<file path="config.mk">
export PLATFORM = sky130hd
export DESIGN_NAME = rpn_div
export DESIGN_NICKNAME = d
export VERILOG_FILES = /design/src/design/rpn_pkg.sv /design/src/design/rpn_div.sv
export SDC_FILE = /design/constraint.sdc
export NUM_CORES = 1
export LEC_CHECK = 0
export BUFFER_PORTS_ARGS = -buffer_cell sky130_fd_sc_hd__buf_2
export CORE_MARGIN = 2
export CORE_UTILIZATION = 55
export DETAILED_ROUTE_END_ITERATION = 6
export GPL_TIMING_DRIVEN = 0
export PLACE_DENSITY = 0.81
export SLEW_MARGIN = 10
export SYNTH_ARGS = -nofsm -noshare
export SYNTH_HDL_FRONTEND = slang
export SYNTH_SLANG_ARGS = --single-unit
</file>
<file path="constraint.sdc">
create_clock -name i_clk -period 4.1 [get_ports i_clk]
set_input_delay 1.025 -clock i_clk [delete_from_list [all_inputs] [get_ports i_clk]]
set_output_delay 1.025 -clock i_clk [all_outputs]
set_load 0.02 [all_outputs]
</file>
<file path="src/design/rpn_pkg.sv">
// shared types and constants for the rpn stack calculator
package rpn_pkg;

    localparam int NumVars  = 26;
    localparam int VarBits  = 5;
    localparam int ValBits  = 32;

    typedef logic [3:0] t_action;
    typedef logic [2:0] t_status;

    localparam t_action ACT_PUSH   = 4'd0;
    localparam t_action ACT_RECALL = 4'd1;
    localparam t_action ACT_ADD    = 4'd2;
    localparam t_action ACT_MUL    = 4'd3;
    localparam t_action ACT_SUB    = 4'd4;
    localparam t_action ACT_DIV    = 4'd5;
    localparam t_action ACT_MOD    = 4'd6;
    localparam t_action ACT_ASSIGN = 4'd7;
    localparam t_action ACT_PEEK   = 4'd8;
    localparam t_action ACT_DUP    = 4'd9;
    localparam t_action ACT_SWAP   = 4'd10;
    localparam t_action ACT_CLEAR  = 4'd11;
    localparam t_action ACT_SHOW   = 4'd12;

    localparam t_status ST_OK    = 3'd0;
    localparam t_status ST_EMPTY = 3'd1;
    localparam t_status ST_FULL  = 3'd2;
    localparam t_status ST_ZDIV  = 3'd3;
    localparam t_status ST_SWAP  = 3'd4;
    localparam t_status ST_NOVAR = 3'd5;

    localparam logic [VarBits-1:0] VAR_NONE = 5'd26;

    typedef struct packed {
        logic [3:0]  action;
        logic [31:0] number;
        logic [4:0]  var_index;
    } t_in_item;

    typedef struct packed {
        logic [31:0] shown_value;
        logic        shown;
        logic [2:0]  status;
        logic [7:0]  level;
    } t_out_item;

    // divider control
    typedef struct packed {
        logic        start;
        logic        is_mod;
        logic [31:0] dividend;
        logic [31:0] divisor;
    } t_div_req;

    typedef struct packed {
        logic        done;
        logic [31:0] result;
    } t_div_rsp;

endpackage

</file>
<file path="src/design/rpn_div.sv">
// iterative restoring divider for q16.16 division and integer modulo
module rpn_div (
    input  logic              i_clk,
    input  logic              i_rst_n,
    input  rpn_pkg::t_div_req i_req,
    output rpn_pkg::t_div_rsp o_rsp
);
    import rpn_pkg::*;

    logic [47:0] r_quo, n_quo;
    logic [31:0] r_rem, n_rem;
    logic [31:0] r_den;
    logic [5:0]  r_cnt;
    logic        r_busy, r_neg, r_mod, r_done;
    logic [32:0] trial;
    logic [31:0] rem_sh;
    logic [47:0] num_mag;
    logic [31:0] den_mag;
    logic [15:0] a_int, b_int;
    logic [63:0] q_s;
    logic [31:0] res;

    // operand setup: div uses |a|<<16 / |b|, mod uses integer parts
    always_comb begin
        a_int = i_req.dividend[31] ? 16'(-$signed(i_req.dividend) >>> 16)
                                   : i_req.dividend[31:16];
        b_int = i_req.divisor[31] ? 16'(-$signed(i_req.divisor) >>> 16)
                                  : i_req.divisor[31:16];
        if (i_req.is_mod) begin
            num_mag = {32'd0, a_int};
            den_mag = {16'd0, b_int};
        end else begin
            num_mag = {(i_req.dividend[31] ? 32'(-i_req.dividend)
                                           : i_req.dividend), 16'd0};
            den_mag = i_req.divisor[31] ? 32'(-i_req.divisor) : i_req.divisor;
        end
    end

    // one quotient bit per cycle
    always_comb begin
        rem_sh = {r_rem[30:0], r_quo[47]};
        trial  = {1'b0, rem_sh} - {1'b0, r_den};
        n_rem  = r_rem;
        n_quo  = r_quo;
        if (r_busy) begin
            n_quo = {r_quo[46:0], ~trial[32] | r_rem[31]};
            n_rem = (~trial[32] | r_rem[31]) ? trial[31:0] : rem_sh;
        end
    end

    always_ff @(posedge i_clk) begin
        if (!i_rst_n) begin
            r_busy <= 1'b0;
            r_done <= 1'b0;
        end else begin
            r_done <= 1'b0;
            if (i_req.start) begin
                r_busy <= 1'b1;
                r_cnt  <= 6'd48;
            end else if (r_busy) begin
                r_cnt <= r_cnt - 6'd1;
                if (r_cnt == 6'd1) begin
                    r_busy <= 1'b0;
                    r_done <= 1'b1;
                end
            end
        end
        if (i_req.start) begin
            r_quo <= num_mag;
            r_rem <= 32'd0;
            r_den <= den_mag;
            r_mod <= i_req.is_mod;
            r_neg <= i_req.is_mod ? i_req.dividend[31]
                                  : (i_req.dividend[31] ^ i_req.divisor[31]);
        end else begin
            r_quo <= n_quo;
            r_rem <= n_rem;
        end
    end

    // sign the result, and saturate the division quotient
    always_comb begin
        if (r_mod) begin
            q_s = r_neg ? -{32'd0, r_rem} : {32'd0, r_rem};
            res = {q_s[15:0], 16'd0};
        end else begin
            q_s = r_neg ? -{16'd0, r_quo} : {16'd0, r_quo};
            if (!r_neg && r_quo > 48'h7FFFFFFF) begin
                res = 32'h7FFFFFFF;
            end else if (r_neg && r_quo > 48'h80000000) begin
                res = 32'h80000000;
            end else begin
                res = q_s[31:0];
            end
        end
    end

    assign o_rsp.done   = r_done;
    assign o_rsp.result = res;
endmodule

</file>
==> results of run 1 <==
worst max-delay path: cells and delay by family (launching register included):
family	cells	cell delay [ps]
compound gates	4	610
flops	1	410
simple gates	4	1280
buf+inv	3	460
area by class of cell:
class                      count  area, um^2  area share
multi-input combinational    901        6150       0.519
timing repair buffer         121         812      0.0685
clock buffer                  17         425      0.0359
buffer                        64         307      0.0259
clock inverter                15         181      0.0153
tap                          225         282      0.0238
inverter                      99         372      0.0314
sequential                   122        3320       0.280
cell families after synthesis:
group                    share of synthesized area
AND/OR/NAND/NOR                              0.184
AO/OA/AOI/OAI                                0.232
buffers and inverters                       0.0661
XOR/XNOR                                     0.111
flip-flops                                   0.337
adder cells (fa/ha/maj)                     0.0516
multiplexers                                0.0184
path summary, 6_finish.rpt:
check | slack [ps] | endpoint | start
setup / recovery | -130 | o_rsp[26] | r_quo[15]
hold / removal | 480 | r_rem[23] | r_rem[23]
setup reg to reg | 270 | r_rem[18] | r_quo[47]
hold reg to reg | 480 | r_rem[23] | r_rem[23]
through the flow:
step                setup WS, ps  power, uW  instances   util
CTS                         -151       4540       1557  0.670
global placement            -104       2850       1511  0.610
global route                -215       4820       1564  0.680
floorplan                    454       2490       1186      -
finish                      -130       4640       1564  0.680
detailed placement          -177       2880       1512  0.612
flip-flops by register name, indices dropped and copies added (netlist names):
signal	flops
r_quo	48
r_den	32
r_rem	32
r_cnt	6
r_busy	1
r_done	1
r_mod	1
r_neg	1
where the power goes:
| group | total, uW | internal, uW | switching [uW] |
|---|---|---|---|
| Clock | 1580 | 921 | 658 |
| Sequential | 1590 | 1470 | 121 |
| Combinational | 1480 | 587 | 889 |
synth_stat cells (22+ instances only):
library cell and count:
nand2_1 111, a21oi_1 102, inv_1 99, nor2_1 95, edfxtp_1 88, xnor2_1 68, xor2_1 57, o22ai_1 47
o21ai_0 45, clkbuf_1 42, ha_1 39, dfxtp_1 34, o31ai_1 29, nor3_1 22
routing by layer:
metal,up-vias,routed length [um],global-route usage
met4,0,1090,0.137
met3,102,3260,0.0636
met5,-,0,0
met1,4601,12100,0.423
met2,631,14000,0.523
li1,4606,-,-
timing repair:
action	4_1_cts	5_1_grt
resized for setup	87	28
buffers inserted	11	7
pin swaps	13	17
endpoints found under the setup margin	32	32
cloned	2	0
==> reports/metrics.cfg, run 1 <==
[placement]
place.gp.congestion=0.979
hpwl_um=21800
io_buffer_count=100
post_dp_cell_area_um2=10700

[floorplan]
die_w_um=138
die_area_um2=19000
start_util=0.566
top_level_ports=101
core-area_um2=17400
row_count=48
die_y_um=138

[setup_path]
crit_path_end_kind=output pin
crit_required_ps=3070
path_cells=or4_4 > nor4_4 > nand4_1 > or2_4 > o21a_1 > o21ai_4 > buf_12 > buf_8 > a21oi_4 > a21oi_2 > buf_4
ff2ff_path_depth=13
critPathKind=reg2out
worstPathMaxFanout=5
crit_slowest_cell=or4_4
cp-start-kind=flop
slowest_delay_ps=560
arrival_ps=3210

[cts]
cts_buffers=17
cts_tree=yes
path_clk_slew_ps=70
htree_levels=4
cts_sinks=122
clk_path_buf_depth=2
clockRootBuffer=clkbuf_16
hold_buffers=0
clk_latency_ps=430

[synth]
synth_top_cell_by_area=edfxtp_1
syn_nets=1294
synth_cell_types=77
syn_area_um2=9850
yosys-top-cells-area=edfxtp_1 (27%), dfxtp_1 (6.9%), xnor2_1 (6.0%), a21oi_1 (5.2%), xor2_1 (5.1%)
synth_enable_flop_cells=88
syn_inst=1186
synth_top_area_frac=0.268
ys_ff_latch=122
ys.flop_type=edfxtp_1
yosysSeqAreaShare=0.337
ys_warn_count=0
synthArstFlopShare=0
avgSynthCellArea_um2=8.30

[sta]
slew_headroom=0.392
hold_ws_ps=475
rsz0062_at_grt=yes
tightest_slew_ps=909
finalSetupViolCount=32
slew_viol_final=0
finalHoldViolations=0
fmaxAchievable_ghz=0.236
fin_skew_ps=11.7
period_needed_ps=4230
fin_crit_sh=1.03
finalWorstSetupSlack_ps=-130
fin_tns_setup_ps=-2440

[drt]
drt_iter0_drc=1081
viasPerCell=6.36
remaining_drc_errors=1
vias=9940
post_drt_wl_per_cell_um=19.5
drt-pass1-iter-count=7
drtAntennaViolNets=0
wl_um=30500

[final_layout]
layout_common_cells=nand2_1 (111), inv_1 (98), nor2_1 (94)
antenna_cells=0
final_area_um2=11900
fillCellCount=1351
syn2layout_area_growth_pct=20.3
final_common_cell=nand2_1
drive_gt1_frac=0.181
finalNetCount=1434

[pwr]
ir_drop_uv=331
powerDensity_nw_per_um2=392
p_leak_uw=0.00486

[global_route]
grt_overflow=0
grt_max_degree=36
grtUsageTotal=0.324
grt_pass1_vias=9175
grt_antenna_before_repair=0
grt_pass1_wl_um=47400

[min_path]
whs_path_depth=2
hp-class=reg2reg

[outcome]
status=finished with violations
violations=design-rule violations, negative setup slack

[flow_run]
cap_violations=0

(Power assumes the default switching activity.)
==> run 2, diff against run 1 <==
--- a/config.mk
+++ b/config.mk
@@ -6,6 +6,7 @@
 export NUM_CORES = 1
 export LEC_CHECK = 0
 export BUFFER_PORTS_ARGS = -buffer_cell sky130_fd_sc_hd__buf_2
+export CAP_MARGIN = 20
 export CORE_MARGIN = 2
 export CORE_UTILIZATION = 55
 export DETAILED_ROUTE_END_ITERATION = 6
==> constraint.sdc (replaced) <==
create_clock -name i_clk -period 4.9 [get_ports i_clk]
set_input_delay 1.225 -clock i_clk [delete_from_list [all_inputs] [get_ports i_clk]]
set_output_delay 1.225 -clock i_clk [all_outputs]
set_load 0.02 [all_outputs]
==> run 2 against run 1 <==
The flow now finishes without violations. Final area down 4.6%. Clock skew down 1.4 ps. Die area unchanged. Count of clock-buffer cells in the layout unchanged. Combinational power down 26%. Sequential cell count unchanged. Highest routed layer unchanged. Hold slack worse by 1.4 ps. Power down 19%. Global-route usage down 1.6 points. First-iteration DRC count down 18%.
==> reports/metrics.cfg, run 2 (synthesized netlist as in run 1, its figures left out) <==
[final_layout]
final_common_cell=nand2_1  ; unchanged
multi_input_area_um2=5900  ; was 6150 um^2
fillCellCount=1457  ; was 1351
layout_common_cells=nand2_1 (111), buf_2 (108), a21oi_1 (102)  ; was nand2_1 (111), inv_1 (98), nor2_1 (94)
layout.cells.non_filler=1546  ; was 1564
reg_top3=r_quo (48), r_den (32), r_rem (32)  ; unchanged
ff_latch_area_um2=3320  ; unchanged
syn2layout_area_growth_pct=14.8  ; was 20.3%
finalNetCount=1416  ; was 1434
largest_register_ffs=48  ; unchanged
antenna_cells=0  ; unchanged
regMostFlops=r_quo  ; unchanged
drive_gt1_frac=0.135  ; was 0.181

[drt]
wl_um=28600  ; was 30500 um
drtAntennaViolNets=0  ; unchanged
remaining_drc_errors=0  ; was 1
post_drt_wl_per_cell_um=18.5  ; was 19.5 um
viasPerCell=6.23  ; was 6.36
drt-pass1-iter-count=6  ; was 7
drt_iter0_drc=885  ; was 1081
vias=9635  ; was 9940

[sta]
period_needed_ps=4800
slew_viol_final=0  ; unchanged
fmaxAchievable_ghz=0.209
finalSetupViolCount=0  ; was 32
slew_headroom=0.381  ; was 0.392
fin_crit_sh=0.979
tightest_slew_ps=925  ; was 909 ps
rsz0062_at_grt=no  ; was yes
fin_skew_ps=10.2  ; was 11.7 ps
fin_tns_setup_ps=0  ; was -2440 ps
finalHoldViolations=0  ; unchanged

[outcome]
status=completed  ; was finished with violations

[global_route]
grt_overflow=0  ; unchanged
grt_pass1_vias=8865  ; was 9175
grtUsageTotal=0.307  ; was 0.324
grt_max_degree=36  ; unchanged
grt_antenna_before_repair=0  ; unchanged
grt_pass1_wl_um=45200  ; was 47400 um

[min_path]
hp-class=reg2reg  ; unchanged

[setup_path]
critPathKind=reg2out  ; unchanged
ff2ff_path_depth=13  ; unchanged
crit_top_cell=a21oi_1
crit_start=r_quo[14]  ; was r_quo[15]
timing.rr.end=r_rem[18]  ; unchanged
crit_path_end_kind=output pin  ; unchanged
crit_slowest_cell=or4_4  ; unchanged
worst_r2r_startpoint=r_quo[47]  ; unchanged
reg2reg_slack_ps=1150  ; was 270 ps
path_cells=or4_4 > nor4_4 > nand4_1 > or2_4 > o21a_1 > o21ai_4 > clkbuf_4 > a21oi_1 > a21oi_1 > buf_2  ; was or4_4 > nor4_4 > nand4_1 > or2_4 > o21a_1 > o21ai_4 > buf_12 > buf_8 > a21oi_4 > a21oi_2 > buf_4
arrival_ps=3570  ; was 3210 ps
crit_cells=10  ; was 11
cp_num_buf_inv=2  ; was 3
worstPathMaxFanout=10  ; was 5
crit_required_ps=3670  ; was 3070 ps
cp-endpoint=o_rsp[19]  ; was o_rsp[26]
cp_top_family=simple AND/OR/NAND/NOR gates  ; unchanged
slowest_delay_ps=560  ; about the same
cp-start-kind=flop  ; unchanged

[cts]
cts_tree=yes  ; unchanged
hold_buffers=0  ; unchanged
htree_levels=4  ; unchanged
path_clk_slew_ps=70  ; about the same
cts_buffers=17  ; unchanged
clockRootBuffer=clkbuf_16  ; unchanged
clk_latency_ps=430  ; about the same
clk_path_buf_depth=2  ; unchanged
cts_sinks=122  ; unchanged

[placement]
place.gp.congestion=0.979  ; unchanged
io_buffer_count=100  ; unchanged
dp_cells=1512  ; unchanged
hpwl_um=21800  ; unchanged

[floorplan]
die_y_um=138  ; unchanged
top_level_ports=101  ; unchanged
die_w_um=138  ; unchanged
die_area_um2=19000  ; unchanged
row_count=48  ; unchanged
core-area_um2=17400  ; unchanged
start_util=0.566  ; unchanged

[flow_run]
cap_violations=0  ; unchanged

[pwr]
powerDensity_nw_per_um2=332  ; was 392 nW/um^2
ir_drop_uv=278  ; was 331 uV
p_leak_uw=0.00469  ; was 0.00486 uW

[run 2: cell types whose count changed in the layout (fill, tap and decap cells not counted), sizes merged]
cell    delta
clkbuf     +1
buf       -19
[run 2: per-layer routing]
layer | part of all wire | vias up | GRT usage
met5 | 0 | - | 0
met4 | 0.036 | 0 | 0.126
met3 | 0.092 | 88 | 0.0526
met2 | 0.45 | 521 | 0.496
met1 | 0.42 | 4458 | 0.410
li1 | - | 4568 | -
[run 2: power breakdown]
part           internal [uW]  switching (uW)
combinational            420             684
sequential              1230            97.7
clock                    771             550
[run 2: timing repair]
action / CTS / global route
endpoints found under the setup margin: 19 / 30
hold endpoints to repair: 0 / 0
gates cloned: 0 / 0
pin swaps: 0 / 2
setup buffers: 0 / 2
gates resized for setup: 2 / 4
[run 2: how the worst min path moves through the flow]
stage,start,to,slack (ps),cells after the start
after floorplan,r_rem[31],r_rem[31],430,2
after global placement,r_rem[31],r_rem[31],460,2
after detailed placement,r_rem[31],r_rem[31],460,2
after CTS,r_rem[31],r_rem[31],470,2
after global routing,r_rem[23],r_rem[23],490,2
final,r_rem[23],r_rem[23],470,2
[run 2: metrics by stage]
stage          area [um^2]  worst slack (ps)  power [uW]  hold WS, ps  utilization
4_1_cts              11300              2.03        3710          473        0.647
6_report             11300               105        3750          474        0.649
2_1_floorplan         9850              1050        2080          434            -
3_5_place_dp         10700               423        2410          457        0.612
5_1_grt              11300              27.8        3890          489        0.649
3_3_place_gp         10600               496        2380          457        0.610
[run 2: worst min-delay path, stage by stage, from the launching register on]
cell	delay, ps
dfxtp_1	320
nand2_1	60
o21ai_1	50
[run 2: layout make-up]
type                    count  area share
multi-input cells         901       0.522
flip-flops and latches    122       0.294
repair buffers            103      0.0474
clock buffers              17      0.0376
inverters                  99      0.0329
plain buffers              64      0.0249
well taps                 225      0.0249
clock inverters            15      0.0160
